## src/icsum_pkg.sv

```systemverilog
// Shared types, constants and ones'-complement helpers for the IPv6 checksum engine.
// No dependencies; every module in src imports this package.
package icsum_pkg;

  // Configuration register indexes
  localparam int unsigned CFG_IDX_W = 8;
  localparam logic [CFG_IDX_W-1:0] REG_SOURCE_PREFIX = 8'd0;
  localparam logic [CFG_IDX_W-1:0] REG_SOURCE_IID    = 8'd1;

  // Queue between front and back
  localparam int unsigned QDEPTH = 4;
  localparam int unsigned QPTR_W = $clog2(QDEPTH);
  localparam int unsigned QCNT_W = $clog2(QDEPTH + 1);

  // Result queue in the back part
  localparam int unsigned RES_DEPTH = 2;
  localparam int unsigned RES_PTR_W = $clog2(RES_DEPTH);
  localparam int unsigned RES_CNT_W = $clog2(RES_DEPTH + 1);

  // Raw (unfolded) sum widths
  localparam int unsigned QUAD_SUM_W = 18;  // four 16-bit words
  localparam int unsigned CFG_SUM_W  = 19;  // eight 16-bit words
  localparam int unsigned PN_SUM_W   = 9;   // two 8-bit values
  localparam int unsigned HDR_SUM_W  = 21;  // whole pseudo header

  // One classified byte handed from front to back
  typedef struct packed {
    logic [7:0]  data_val;   // already forced to zero inside the checksum field
    logic        first_byte;
    logic        last_byte;
    logic [15:0] hdr_sum;    // folded pseudo-header sum, meaningful on a first byte
  } front_item_t;

  // Sum the four big-endian 16-bit words of a 64-bit value without folding.
  function automatic logic [QUAD_SUM_W-1:0] sum4(input logic [63:0] v);
    logic [QUAD_SUM_W-1:0] a;
    logic [QUAD_SUM_W-1:0] b;
    a = QUAD_SUM_W'(v[63:48]) + QUAD_SUM_W'(v[47:32]);
    b = QUAD_SUM_W'(v[31:16]) + QUAD_SUM_W'(v[15:0]);
    return a + b;
  endfunction

  // Fold a raw header sum into 16 bits with end-around carries.
  // A nonzero sum never folds to zero, matching a chain of ones'-complement adds.
  function automatic logic [15:0] fold_hdr(input logic [HDR_SUM_W-1:0] t);
    logic [16:0] f1;
    logic [16:0] f2;
    f1 = 17'(t[15:0]) + 17'(t[HDR_SUM_W-1:16]);
    f2 = 17'(f1[15:0]) + 17'(f1[16]);
    return f2[15:0];
  endfunction

  // 16-bit ones'-complement add
  function automatic logic [15:0] oc_add(input logic [15:0] a, input logic [15:0] b);
    logic [16:0] s;
    logic [16:0] f;
    s = {1'b0, a} + {1'b0, b};
    f = 17'(s[15:0]) + 17'(s[16]);
    return f[15:0];
  endfunction

endpackage

```

## src/ipv6_udp_checksum_engine_core.sv

```systemverilog
// Top level of the IPv6 transport checksum engine.
// Instantiates icsum_front, icsum_queue and icsum_back; depends on icsum_pkg.
//
// Takes one payload byte per clock and returns the complemented 16-bit
// ones'-complement checksum over the IPv6 pseudo header (own prefix and
// interface identifier from registers 0 and 1, then destination, length and
// next header sampled with the first byte) and the payload. A byte is taken
// every cycle while the consumer keeps popping; in_full rises only when the
// four-entry queue between the header-sum pipeline and the accumulator, plus
// the two bytes in that pipeline, would run out of room. After a packet's last
// byte is accepted, its checksum passes both pipeline stages and the byte queue,
// enters the two-entry result queue once it has room and waits there for out_checksum
// until popped. Write the registers only while no packet is in progress;
// cfg_ready is always high and indexes other than 0 and 1 are ignored.
module ipv6_udp_checksum_engine_core import icsum_pkg::*; (
  input  logic                 clk,
  input  logic                 rst_n,
  input  logic                 in_push,
  output logic                 in_full,
  input  logic [7:0]           in_data_byte,
  input  logic                 in_first_byte,
  input  logic                 in_last_byte,
  input  logic                 in_zero_byte,
  input  logic [63:0]          in_dest_high,
  input  logic [63:0]          in_dest_low,
  input  logic [7:0]           in_packet_length,
  input  logic [7:0]           in_next_header,
  output logic                 out_empty,
  input  logic                 out_pop,
  output logic [15:0]          out_checksum,
  input  logic                 cfg_valid,
  output logic                 cfg_ready,
  input  logic [CFG_IDX_W-1:0] cfg_index,
  input  logic [63:0]          cfg_data
);

  logic              q_push;
  front_item_t       q_push_item;
  logic              q_pop;
  logic              q_head_valid;
  front_item_t       q_head_item;
  logic [QCNT_W-1:0] q_count;

  icsum_front u_front (
    .clk              (clk),
    .rst_n            (rst_n),
    .in_push          (in_push),
    .in_full          (in_full),
    .in_data_byte     (in_data_byte),
    .in_first_byte    (in_first_byte),
    .in_last_byte     (in_last_byte),
    .in_zero_byte     (in_zero_byte),
    .in_dest_high     (in_dest_high),
    .in_dest_low      (in_dest_low),
    .in_packet_length (in_packet_length),
    .in_next_header   (in_next_header),
    .cfg_valid        (cfg_valid),
    .cfg_ready        (cfg_ready),
    .cfg_index        (cfg_index),
    .cfg_data         (cfg_data),
    .q_count          (q_count),
    .q_push           (q_push),
    .q_item           (q_push_item)
  );

  icsum_queue u_queue (
    .clk        (clk),
    .rst_n      (rst_n),
    .push       (q_push),
    .push_item  (q_push_item),
    .pop        (q_pop),
    .head_valid (q_head_valid),
    .head_item  (q_head_item),
    .count      (q_count)
  );

  icsum_back u_back (
    .clk          (clk),
    .rst_n        (rst_n),
    .q_valid      (q_head_valid),
    .q_item       (q_head_item),
    .q_pop        (q_pop),
    .out_empty    (out_empty),
    .out_pop      (out_pop),
    .out_checksum (out_checksum)
  );

endmodule

```

## src/icsum_front.sv

```systemverilog
// Front part: configuration registers, input acceptance and the two-stage
// pseudo-header sum pipeline. Depends on icsum_pkg.
module icsum_front import icsum_pkg::*; (
  input  logic                 clk,
  input  logic                 rst_n,
  input  logic                 in_push,
  output logic                 in_full,
  input  logic [7:0]           in_data_byte,
  input  logic                 in_first_byte,
  input  logic                 in_last_byte,
  input  logic                 in_zero_byte,
  input  logic [63:0]          in_dest_high,
  input  logic [63:0]          in_dest_low,
  input  logic [7:0]           in_packet_length,
  input  logic [7:0]           in_next_header,
  input  logic                 cfg_valid,
  output logic                 cfg_ready,
  input  logic [CFG_IDX_W-1:0] cfg_index,
  input  logic [63:0]          cfg_data,
  input  logic [QCNT_W-1:0]    q_count,
  output logic                 q_push,
  output front_item_t          q_item
);

  logic [63:0]           prefix_r;
  logic [63:0]           iid_r;
  logic [CFG_SUM_W-1:0]  cfg_sum_r;

  logic                  v1_r;
  logic [7:0]            data1_r;
  logic                  first1_r;
  logic                  last1_r;
  logic [QUAD_SUM_W-1:0] dh_sum1_r;
  logic [QUAD_SUM_W-1:0] dl_sum1_r;
  logic [PN_SUM_W-1:0]   pn1_r;

  logic                  v2_r;
  logic [7:0]            data2_r;
  logic                  first2_r;
  logic                  last2_r;
  logic [HDR_SUM_W-1:0]  total2_r;

  logic [QCNT_W-1:0]     occupancy;
  logic                  accept;

  assign cfg_ready = 1'b1;

  // Queue entries plus items still in the pipeline must leave room for one more
  assign occupancy = q_count + QCNT_W'(v1_r) + QCNT_W'(v2_r);
  assign in_full   = (occupancy >= QCNT_W'(QDEPTH));
  assign accept    = in_push && !in_full;

  always_ff @(posedge clk) begin
    if (!rst_n) begin
      prefix_r  <= '0;
      iid_r     <= '0;
      cfg_sum_r <= '0;
    end else begin
      if (cfg_valid) begin
        unique case (cfg_index)
          REG_SOURCE_PREFIX: prefix_r <= cfg_data;
          REG_SOURCE_IID:    iid_r    <= cfg_data;
          default: ;
        endcase
      end
      cfg_sum_r <= CFG_SUM_W'(sum4(prefix_r)) + CFG_SUM_W'(sum4(iid_r));
    end
  end

  always_ff @(posedge clk) begin
    if (!rst_n) begin
      v1_r <= 1'b0;
      v2_r <= 1'b0;
    end else begin
      v1_r <= accept;
      v2_r <= v1_r;
    end
  end

  always_ff @(posedge clk) begin
    if (accept) begin
      data1_r   <= in_zero_byte ? 8'h00 : in_data_byte;
      first1_r  <= in_first_byte;
      last1_r   <= in_last_byte;
      dh_sum1_r <= sum4(in_dest_high);
      dl_sum1_r <= sum4(in_dest_low);
      pn1_r     <= PN_SUM_W'(in_packet_length) + PN_SUM_W'(in_next_header);
    end
    if (v1_r) begin
      data2_r  <= data1_r;
      first2_r <= first1_r;
      last2_r  <= last1_r;
      total2_r <= HDR_SUM_W'(cfg_sum_r) + HDR_SUM_W'(dh_sum1_r)
                + HDR_SUM_W'(dl_sum1_r) + HDR_SUM_W'(pn1_r);
    end
  end

  assign q_push              = v2_r;
  assign q_item.data_val     = data2_r;
  assign q_item.first_byte   = first2_r;
  assign q_item.last_byte    = last2_r;
  assign q_item.hdr_sum      = fold_hdr(total2_r);

  a_occupancy_bound: assert property (@(posedge clk) disable iff (!rst_n)
    occupancy <= QCNT_W'(QDEPTH + 1) && q_count <= QCNT_W'(QDEPTH))
    else $error("front: items in flight exceed queue room");

endmodule

```

## src/icsum_queue.sv

```systemverilog
// Short queue of classified bytes between the front and back parts.
// Depends on icsum_pkg for the item type and depth.
module icsum_queue import icsum_pkg::*; (
  input  logic              clk,
  input  logic              rst_n,
  input  logic              push,
  input  front_item_t       push_item,
  input  logic              pop,
  output logic              head_valid,
  output front_item_t       head_item,
  output logic [QCNT_W-1:0] count
);

  front_item_t       entries_r [QDEPTH];
  logic [QPTR_W-1:0] wr_ptr_r;
  logic [QPTR_W-1:0] rd_ptr_r;
  logic [QCNT_W-1:0] count_r;

  assign head_valid = (count_r != '0);
  assign head_item  = entries_r[rd_ptr_r];
  assign count      = count_r;

  always_ff @(posedge clk) begin
    if (!rst_n) begin
      wr_ptr_r <= '0;
      rd_ptr_r <= '0;
      count_r  <= '0;
    end else begin
      if (push) wr_ptr_r <= wr_ptr_r + 1'b1;
      if (pop)  rd_ptr_r <= rd_ptr_r + 1'b1;
      if (push && !pop)      count_r <= count_r + 1'b1;
      else if (pop && !push) count_r <= count_r - 1'b1;
    end
  end

  always_ff @(posedge clk) begin
    if (push) entries_r[wr_ptr_r] <= push_item;
  end

  a_no_overflow: assert property (@(posedge clk) disable iff (!rst_n)
    (push && !pop) |-> (count_r != QCNT_W'(QDEPTH)))
    else $error("queue: push into a full queue");

  a_no_underflow: assert property (@(posedge clk) disable iff (!rst_n)
    pop |-> (count_r != '0))
    else $error("queue: pop from an empty queue");

endmodule

```

## src/icsum_back.sv

```systemverilog
// Back part: byte pairing, running ones'-complement sum and the result queue.
// Depends on icsum_pkg for the item type and oc_add.
module icsum_back import icsum_pkg::*; (
  input  logic        clk,
  input  logic        rst_n,
  input  logic        q_valid,
  input  front_item_t q_item,
  output logic        q_pop,
  output logic        out_empty,
  input  logic        out_pop,
  output logic [15:0] out_checksum
);

  logic [15:0]          sum_r;
  logic [15:0]          sum_nxt;
  logic [7:0]           held_r;
  logic [7:0]           held_nxt;
  logic                 odd_r;
  logic                 odd_nxt;

  logic [15:0]          res_mem_r [RES_DEPTH];
  logic [RES_PTR_W-1:0] res_wr_r;
  logic [RES_PTR_W-1:0] res_rd_r;
  logic [RES_CNT_W-1:0] res_count_r;

  logic        out_take;
  logic        res_push;
  logic        take;
  logic [15:0] sum_base;
  logic [7:0]  held_base;
  logic        odd_base;
  logic [15:0] word;
  logic        do_add;
  logic [15:0] sum_acc;

  assign out_empty    = (res_count_r == '0);
  assign out_checksum = res_mem_r[res_rd_r];
  assign out_take     = out_pop && !out_empty;

  // Hold a last byte while the result queue has no room
  assign take     = q_valid && (!q_item.last_byte
                    || res_count_r != RES_CNT_W'(RES_DEPTH) || out_take);
  assign q_pop    = take;
  assign res_push = take && q_item.last_byte;

  always_comb begin
    sum_base  = q_item.first_byte ? q_item.hdr_sum : sum_r;
    held_base = q_item.first_byte ? 8'h00 : held_r;
    odd_base  = q_item.first_byte ? 1'b0 : odd_r;
    // Odd phase completes a word; an unpaired last byte is padded low
    if (odd_base) begin
      word   = {held_base, q_item.data_val};
      do_add = 1'b1;
    end else begin
      word   = {q_item.data_val, 8'h00};
      do_add = q_item.last_byte;
    end
    sum_acc = do_add ? oc_add(sum_base, word) : sum_base;

    sum_nxt  = sum_r;
    held_nxt = held_r;
    odd_nxt  = odd_r;
    if (take) begin
      if (q_item.last_byte) begin
        sum_nxt  = '0;
        held_nxt = '0;
        odd_nxt  = 1'b0;
      end else begin
        sum_nxt  = sum_acc;
        held_nxt = odd_base ? 8'h00 : q_item.data_val;
        odd_nxt  = !odd_base;
      end
    end
  end

  always_ff @(posedge clk) begin
    if (!rst_n) begin
      sum_r       <= '0;
      held_r      <= '0;
      odd_r       <= 1'b0;
      res_wr_r    <= '0;
      res_rd_r    <= '0;
      res_count_r <= '0;
    end else begin
      sum_r  <= sum_nxt;
      held_r <= held_nxt;
      odd_r  <= odd_nxt;
      if (res_push) res_wr_r <= res_wr_r + 1'b1;
      if (out_take) res_rd_r <= res_rd_r + 1'b1;
      if (res_push && !out_take)      res_count_r <= res_count_r + 1'b1;
      else if (out_take && !res_push) res_count_r <= res_count_r - 1'b1;
    end
  end

  always_ff @(posedge clk) begin
    if (res_push) res_mem_r[res_wr_r] <= ~sum_acc;
  end

  a_res_bound: assert property (@(posedge clk) disable iff (!rst_n)
    res_count_r <= RES_CNT_W'(RES_DEPTH))
    else $error("back: result queue overflow");

  a_last_gives_result: assert property (@(posedge clk) disable iff (!rst_n)
    res_push |=> !out_empty)
    else $error("back: last byte did not leave a result");

endmodule

```

## config.mk

```make
export PLATFORM = sky130hd
export DESIGN_NAME = ipv6_udp_checksum_engine_core
export DESIGN_NICKNAME = d
export VERILOG_FILES = /design/src/icsum_pkg.sv /design/src/ipv6_udp_checksum_engine_core.sv /design/src/icsum_front.sv /design/src/icsum_queue.sv /design/src/icsum_back.sv
export SDC_FILE = /design/constraint.sdc
export NUM_CORES = 1
export LEC_CHECK = 0
export BUFFER_PORTS_ARGS = -buffer_cell sky130_fd_sc_hd__buf_2
export CORE_AREA = 2 2 332 334
export DETAILED_ROUTE_END_ITERATION = 8
export DIE_AREA = 0 0 334 336
export GPL_ROUTABILITY_DRIVEN = 0
export PLACE_DENSITY_LB_ADDON = 0.08
export REMOVE_ABC_BUFFERS = 1
export SLEW_MARGIN = 20
export SYNTH_ARGS = -nofsm -noshare
export SYNTH_HDL_FRONTEND = slang
export SYNTH_SLANG_ARGS = --single-unit
```

## constraint.sdc

```tcl
create_clock -name clk -period 15.15 [get_ports clk]
set_input_delay 0 -clock clk [delete_from_list [all_inputs] [get_ports clk]]
set_output_delay 0 -clock clk [all_outputs]
set_load 0.05 [all_outputs]
```

# == Word level (Yosys, flattened, before mapping) ==
# Memory sizes are Yosys's and may differ from the RTL's. A register that Yosys moved wholly into a read port is not among the register bits.
# Index checks and enable logic that the tools add are counted.
# totals
register_bits,271
in_bits,232
mem_bits_rw,136
elab_cells,108
output_inout_bits,19
n_memories,2
# classes
reduce_logical,25
n_lt_le_gt_ge,1
n_bitwise,1
n_addsub,31
n_mux,22
eq_ne,2
# mem_list
name,words,word_bits,read_ports,rd_ports_with_merged_regs,wr,line_no,source
u_queue.entries_r,4,26,1,1,1,icsum_queue.sv:14,front_item_t entries_r [QDEPTH];
u_back.res_mem_r,2,16,1,1,1,icsum_back.sv:21,logic [15:0] res_mem_r [RES_DEPTH];
# op_table
operator,count
$add A16 B16 Y17,9
$add A18 B18 Y18,4
$mux W16,4
$add A16 B1 Y16,2
$mux W8,3
$add A21 B18 Y21,1
$add A21 B9 Y21,1
$add A19 B18 Y20,1
$add A18 B18 Y19,1
$add A16 B5 Y17,1
$not A16 Y16,1
$add A8 B8 Y9,1
$mux W1,9
$eq A8 B1 Y1 const B,1
$logic_and A1 B1 Y1,8
$logic_not A1 Y1,8
$logic_not A8 Y1,1
$mux W2,4
$add A2 B1 Y2 const B,3
$add A3 B1 Y3,2
$mux W3,2
$reduce_and A2 Y1,2
$reduce_bool A2 Y1,2
$add A3 B1 Y3 const B,1
other kinds (8),10

# == Logic depth before layout (Yosys ltp) ==
# Gate-level depths: netlist (run 1).
# logic_depth
depth_word,10
ltp_mapped,30
depth_no_buf,27

# == Modules after synthesis ==
# From an unflattened synthesis (run 1), not the netlist that was laid out.
# unflattened
cells_unflattened,2223
hier_area_um2,24725.0
# modules_own_cells
mod,n_inst,cells_each,area_each_um2,seq_area_each_um2
icsum_front,1,1654,16557.1,5565.3
icsum_queue,1,178,4236.6,3303.2
icsum_back,1,391,3931.3,1561.5

# == Worst setup path after synthesis (run 1) ==
# OpenSTA, ideal clock, no wires.
# synth_timing
kind,flip-flop to flip-flop
from,register (tool-made name)
to,memory u_back.res_mem_r[0][15] (data pin)
path_stages_with_launch,30
setup_ps,270
arrival_ps,5264
path_slack_ps,9616
cell_sequence,dfxtp_1 > buf_2 > mux4_2 > buf_2 > nand2b_1 > buf_2 > buf_1 > nor2b_1 > ha_1 > inv_1 > fa_1 > nor2b_4 > o31a_1 > o21a_2 > nor4_2 > o21bai_1 > a21o_1 > a21oi_1 > nor2_1 > o21ai_0 > nand2b_1 > ha_1 > nand3_1 > nor4_1 > and3_1 > nand4_4 > nor3_2 > and3_1 > a21oi_1 > or3_1
# synth_lines
item,line_no
end: declaration,icsum_back.sv:21

==> flow_metrics.tcl, run 1 <==
set metrics [dict create \
    power_density_nw_per_um2 155 \
    insertion_delay_ns 0.63 \
    synth_cell_types 80 \
    drcViolationCount 0 \
    dpl.hpwl_mm 57.1 \
    num_rows 121 \
    worst_slew_pin_slew_ns 1.11 \
    grt_use_total_pct 13.2 \
    final_nets 3711 \
    fp.dieArea_um2 112000 \
    ant_nets 0 \
    hold_viol 0 \
    met2_usage_pct 22.4 \
    report.final.slew_viol_count 0 \
    antenna_found_initial 2 \
    wirelength_mm 75.1 \
    met3_usage_pct 1.71 \
    period_share_pct 45.3 \
    ys.flop_type "edfxtp_1" \
    die_width_um 334 \
    final_cells 4610 \
    ys_seq_area_share_pct 38.8 \
    pre_cts_slack_ns 8.25 \
    ys_seq_elements 410 \
    wl_per_cell_um 16.3 \
    crit_type "reg -> reg" \
    drive_above_1_share_pct 13.6 \
    start_util_pct 24.8 \
    coreArea_um2 108000 \
    dr_total_vias 21000 \
    clock_skew_ns 0.0350 \
    syn_area_um2 26900 \
    cts.path.max_buffers 3 \
    die_h_um 336 \
    cts_tree "done" \
    cap_violations 0 \
    gr-usage-met1_pct 17.6 \
    setup_viol 0 \
    endpoint_kind "flip-flop" \
    period_needed_ns 6.86 \
    place_inst 4398 \
    syn_inst 2795 \
    cts.sinks 410 \
    crit_path_start_kind "flip-flop" \
    syn_avg_cell_area_um2 9.62 \
    fmax_mhz 146 \
    crit_fanout 26 \
    grt_pass1_vias 21400 \
    required_ns 15.48 \
    slew-limit-headroom_pct 25.8 \
    io_pins 251 \
    cts-root-buf "clkbuf_16" \
    cp.arrival_ns 7.20 \
    outcome "finished clean" \
    grt_first_pass_wirelength_mm 118 \
    synth_edf_count 222 \
    yosys_warnings 0 \
    drtIter0Drc 901 \
    rsz0062_at_grt "false" \
    grt_max_degree 65 \
    cts_buffers 50 \
    cts_setup_buffers 0 \
    io_buffer_count 249 \
    vdd_drop_max_mv 0.0939 \
    holdWs_ns 0.113 \
    worst_slack_ns 8.29 \
    first_pass_iters 5 \
    hp-class "in -> reg" \
    htreeDepth 2 \
    path_clk_slew_ns 0.06 \
    syn_to_final_growth_pct 21.0 \
    vias_per_cell 4.56 \
    busiest_layer "met2" \
    p_leak_nw 13.3 \
    power_w 0.00506 \
    finalSetupTns_ns 0 \
    synthArstFlopShare_pct 0 \
    overflow 0 \
]
cell usage after synthesis, types with 48 or more instances:
master / n / area share [%]
dfxtp_1: 188 / 14
nand2_1: 363 / 5.1
edfxtp_1: 222 / 25
nor3_1: 55 / 1.0
nand3_1: 56 / 1.0
clkbuf_1: 48 / 0.67
nor2_1: 189 / 2.6
xnor2_1: 187 / 6.1
xor2_1: 68 / 2.2
o21ai_0: 83 / 1.5
a21oi_1: 297 / 5.5
ha_1: 299 / 14
o21bai_1: 48 / 1.3
inv_1: 164 / 2.3
path summary, 6_finish.rpt:
| check | start | end | slack, ns | cells after the start |
|---|---|---|---|---|
| setup / recovery | flip-flop | u_back.res_mem_r[0][15] | 8.29 | 26 |
| hold / removal | in_first_byte | u_front.first1_r | 0.11 | 2 |
| setup reg to reg | flip-flop | u_back.res_mem_r[0][15] | 8.29 | 26 |
| hold reg to reg | u_front.data1_r[6] | u_front.data2_r[6] | 0.40 | 0 |
final cells by class:
cell class                      count  area (um2)
Clock buffer                       60        1310
Clock inverter                     34         329
Tap cell                         1414        1770
Timing Repair Buffer              376        2490
Fill cell                       11300       75900
Inverter                          166         626
Sequential cell                   410       10400
Multi-Input combinational cell   2148       15600
Antenna cell                        2        5.00
cells by family (layout without fill, tap and decap cells):
logic type,count (synthesis),after routing,synth area share (%)
xor+xnor,255,255,8.30
simple gates,843,843,14.3
mux,77,77,4.25
other cells,1,3,0.0139
buf+inv,237,636,3.37
flops,410,410,38.8
compound gates,645,645,14.9
fa+ha+maj,327,327,16.0
worst max-delay path: stages, from the launching register on:
cell and delay [ns]:
dfxtp_1 0.31, buf_4 0.45, mux4_2 0.86, nand2b_1 0.61
nor2b_1 0.27, ha_1 0.19, inv_1 0.06, fa_1 0.43
nor2b_4 0.14, o31a_1 0.24, o21a_2 0.19, nor4_2 0.04
o21bai_1 0.30, a21o_1 0.17, a21oi_1 0.06, nor2_1 0.10
o21ai_0 0.08, nand2b_1 0.08, ha_1 0.19, nand3_1 0.13
nor4_1 0.31, and3_1 0.35, nand4_4 0.14, nor3_2 0.20
and3_1 0.20, a21oi_1 0.06, or3_1 0.37
report_power, final:
part	internal (W)	switching [W]	total, W
combinational	0.000890	0.00135	0.00224
clock	0.000703	0.000510	0.00121
sequential	0.00151	0.000100	0.00161
total	0.00310	0.00196	0.00506
cells in the final DEF, fill, tap and decap left out, types with 33 or more instances in the layout:
master,instances
inv_1,164
nor3_1,55
xor2_1,68
mux2_2,33
nor2_1,187
nor2b_1,41
a21oi_1,297
buf_2,249
o21ai_0,83
dfxtp_1,188
ha_1,299
xnor2_1,187
a21o_1,43
edfxtp_1,222
clkbuf_16,50
nand3_1,56
o21bai_1,48
dlygate4sd3_1,116
nand2_1,362
registers in the layout (all words and copies together), names as in the netlist, 2 cells and up, named ones only:
signal / flops
u_front.dh_sum1_r: 18
u_back.sum_r: 16
u_front.dl_sum1_r: 18
u_back.res_count_r: 2
u_front.data2_r: 8
u_front.total2_r: 21
u_front.pn1_r: 9
u_back.res_mem_r: 32
u_queue.rd_ptr_r: 2
u_front.iid_r: 64
u_back.held_r: 8
u_front.prefix_r: 64
u_queue.count: 3
u_front.cfg_sum_r: 19
u_front.data1_r: 8
u_queue.wr_ptr_r: 2
u_queue.entries_r: 104
routing by layer:
metal  up-vias  share of wire (%)
met5         -              0.017
li1      10700                  -
met1      9885                 48
met4         2                2.3
met3        90                3.3
met2       319                 46
metrics by stage:
step / utilization [%] / cell area, um2
floorplan: - / 26600
global placement: 27.4 / 29700
detailed placement: 27.4 / 29700
CTS: 30.0 / 32500
global route: 30.0 / 32500
finish: 30.0 / 32500
timing repair:
item / CTS / global route
gates resized for setup: 0 / 0
endpoints found under the hold margin: 162 / 0
hold buffers: 116 / 0
Power figures use the tool's default switching activity.
==> inputs of run 2 (changes only) <==
ABC_AREA = 1   (was default)
CORE_AREA = 2 2 339 341   (was 2 2 332 334)
DIE_AREA = 0 0 341 343   (was 0 0 334 336)
clock period = 6.95 ns   (was 15.15 ns; I/O delays follow)
==> run 2 against run 1 <==
Clock-buffer cell count up 9; synthesized area up 4.7%; combinational power rose to 2.8 times the previous value; via count up 12%; clock skew down 0.014 ns; routed wire length up 14%; register-to-register slack worse by 6.7 ns; critical path type unchanged; largest power group unchanged.
==> flow_metrics.tcl, run 2 <==
set metrics [dict create \
    hold_viol 0 \
    vdd_drop_max_mv 0.207 \
    largest_reg_flops 104 \
    crit_family "simple AND/OR/NAND/NOR gates" \
    drive_above_1_share_pct 10.8 \
    multi_input_area_um2 16000 \
    post_cts_resized 0 \
    synth_cell_types 60 \
    final_common_cell "nand2_1" \
    p_leak_nw 15.4 \
    path_clk_slew_ns 0.06 \
    num_rows 124 \
    hp-class "in -> reg" \
    insertion_delay_ns 0.65 \
    drtIter0Drc 970 \
    syn_avg_cell_area_um2 8.15 \
    drcViolationCount 0 \
    reg2reg_to "u_back.res_mem_r[1][12]" \
    fmax_mhz 187 \
    coreArea_um2 113000 \
    outcome "finished clean" \
    start_util_pct 24.8 \
    yosys_warnings 0 \
    synthAdderAreaFrac_pct 15.3 \
    first_pass_iters 6 \
    yosysMostFrequentCell "nand2_1" \
    synth_compound_area_share_pct 15.5 \
    worst_slack_ns 1.60 \
    syn_area_um2 28200 \
    rsz0062_at_grt "false" \
    crit_type "reg -> reg" \
    synthArstFlopShare_pct 0 \
    ys_seq_elements 410 \
    vias_per_cell 4.38 \
    crit_path_start_kind "flip-flop" \
    ant_nets 0 \
    period_share_pct 76.9 \
    synth_area_leaders "edfxtp_1 24%, dfxtp_1 13%, ha_1 13%" \
    slew-limit-headroom_pct 34.2 \
    clock_skew_ns 0.0210 \
    die_h_um 343 \
    grt_first_pass_wirelength_mm 134 \
    cts_setup_buffers 0 \
    fp.dieArea_um2 117000 \
    cts.path.max_buffers 3 \
    cts.sinks 410 \
    seqCellArea_um2 10400 \
    synth_xor_area_share_pct 7.24 \
    io_pins 251 \
    ys_seq_area_share_pct 37.0 \
    wirelength_mm 85.2 \
    largestRegisters "u_queue.entries_r: 104 flops, u_front.iid_r: 64 flops, u_front.prefix_r: 64 flops" \
    syn_to_final_growth_pct 20.9 \
    ff2ff_path_depth 30 \
    synth_top_family_by_area "simple AND/OR/NAND/NOR gates" \
    synth_commonest_cells "574 x nand2_1, 402 x nor2_1, 377 x inv_1" \
    hold_depth 6 \
    ys.flop_type "edfxtp_1" \
    wl_per_cell_um 15.9 \
    cts_tree "done" \
    dpl.hpwl_mm 66.4 \
    overflow 0 \
    setup_viol 0 \
    power_density_nw_per_um2 366 \
    required_ns 7.36 \
    endpoint_kind "flip-flop" \
    final_cell_mix "574 x nand2_1, 399 x nor2_1, 376 x inv_1, 351 x a21oi_1, 299 x ha_1" \
    htreeDepth 2 \
    critical-path-max-stage-delay_ns 0.60 \
    grt_pass1_vias 23900 \
    report.final.slew_viol_count 0 \
    crit_fanout 52 \
    ctsHoldBuffers 117 \
    pre_cts_slack_ns 1.53 \
    final_nets 4379 \
    reg2reg_setup_slack_ns 1.60 \
    regMostFlops "u_queue.entries_r" \
    crit_top_cell "nand2_1" \
    cts-root-buf "clkbuf_16" \
    fillers 12300 \
    netlist.area_leader.share_pct 23.7 \
    yosysTopAreaCell "edfxtp_1" \
    period_needed_ns 5.35 \
    grt_use_total_pct 14.4 \
    io_buffer_count 249 \
    die_width_um 341 \
    cap_violations 0 \
    finalSetupTns_ns 0 \
    grt_max_degree 108 \
    syn_inst 3457 \
    min_to "u_front.dh_sum1_r[17]" \
    antenna_found_initial 2 \
    hold_path_startpoint "in_dest_high[31]" \
    synth_edf_count 222 \
    worst_slew_pin_slew_ns 0.986 \
    synth-simple-area-share_pct 17.9 \
    path_buf_inv 7 \
    crit_slowest_cell "a32oi_4" \
    muxShareOfSynthArea_pct 0.711 \
    cts_buffers 52 \
    dr_total_vias 23500 \
    cp.arrival_ns 5.75 \
]
-- run 2: cell types whose count changed in the layout (fill, tap and decap cells not counted), moves of 95 or more --
| cell | previous run | this run |
|---|---|---|
| inv_1 | 164 | 376 |
| nor2_1 | 187 | 399 |
| xor2_1 | 68 | 163 |
| nand2_1 | 362 | 574 |
| o21ai_0 | 83 | 252 |
| xnor2_1 | 187 | 70 |
-- run 2: final cells by class --
class	count	share of cell area, %
inverters	385	4.26
clock buffers	69	4.13
well taps	1512	5.56
repair buffers	385	7.52
diodes	1	0.00735
flip-flops and latches	410	30.6
multi-input cells	2586	46.9
clock inverters	28	1.01
-- run 2: metrics by stage --
stage	utilization [%]	instance area (um2)	total power [W]	hold slack (ns)	std cells
2_1_floorplan	-	27800	0.00790	0.0935	3381
3_3_place_gp	27.4	31100	0.00988	0.187	5161
3_5_place_dp	27.4	31100	0.00983	0.186	5161
4_1_cts	30.0	34100	0.0127	0.00287	5375
5_1_grt	30.0	34100	0.0136	0.0248	5376
6_report	30.0	34100	0.0125	0.0569	5376
-- run 2: worst max-delay path by stage --
| stage | startpoint | end | slack, ns | depth (start not counted) |
|---|---|---|---|---|
| floorplan | flip-flop | u_back.res_mem_r[0][12] | 1.33 | 29 |
| global placement | flip-flop | u_back.res_mem_r[0][10] | 1.60 | 28 |
| detailed placement | flip-flop | u_back.res_mem_r[0][12] | 1.53 | 30 |
| CTS | flip-flop | u_back.res_mem_r[1][12] | 1.51 | 30 |
| global route | flip-flop | u_back.res_mem_r[0][12] | 0.98 | 30 |
| finish | flip-flop | u_back.res_mem_r[1][12] | 1.60 | 30 |
-- run 2: per-layer routing --
metal / vias up / part of all wire [%] / global-route usage (%)
met2: 292 / 48 / 25.3
met1: 10700 / 47 / 18.6
met3: 92 / 2.9 / 2.21
met5: - / 0.0082 / 0
met4: 2 / 2.2 / 3.53
li1: 12400 / - / -
-- run 2: logic make-up (layout without fill, tap and decap cells) --
kind of cell,count (synthesis),count (layout)
fa+ha+maj,327,327
mux,18,18
other cells,1,2
flops,410,410
simple gates,1221,1221
buf+inv,461,867
xor+xnor,233,233
compound gates,786,786
-- run 2: power by group --
| group | leakage [nW] | internal, W | switching, W | total [W] |
|---|---|---|---|---|
| Sequential | 3.57 | 0.00334 | 0.000196 | 0.00354 |
| Clock | 0.842 | 0.00162 | 0.00114 | 0.00276 |
| Combinational | 11.0 | 0.00206 | 0.00411 | 0.00616 |
-- run 2: worst reg2reg max path: cells and delay by family, from the launching register on --
kind / cells / cell delay, ns
compound gates: 4 / 0.90
fa+ha+maj: 4 / 0.95
buf+inv: 7 / 1.19
flops: 1 / 0.34
simple gates: 15 / 1.73
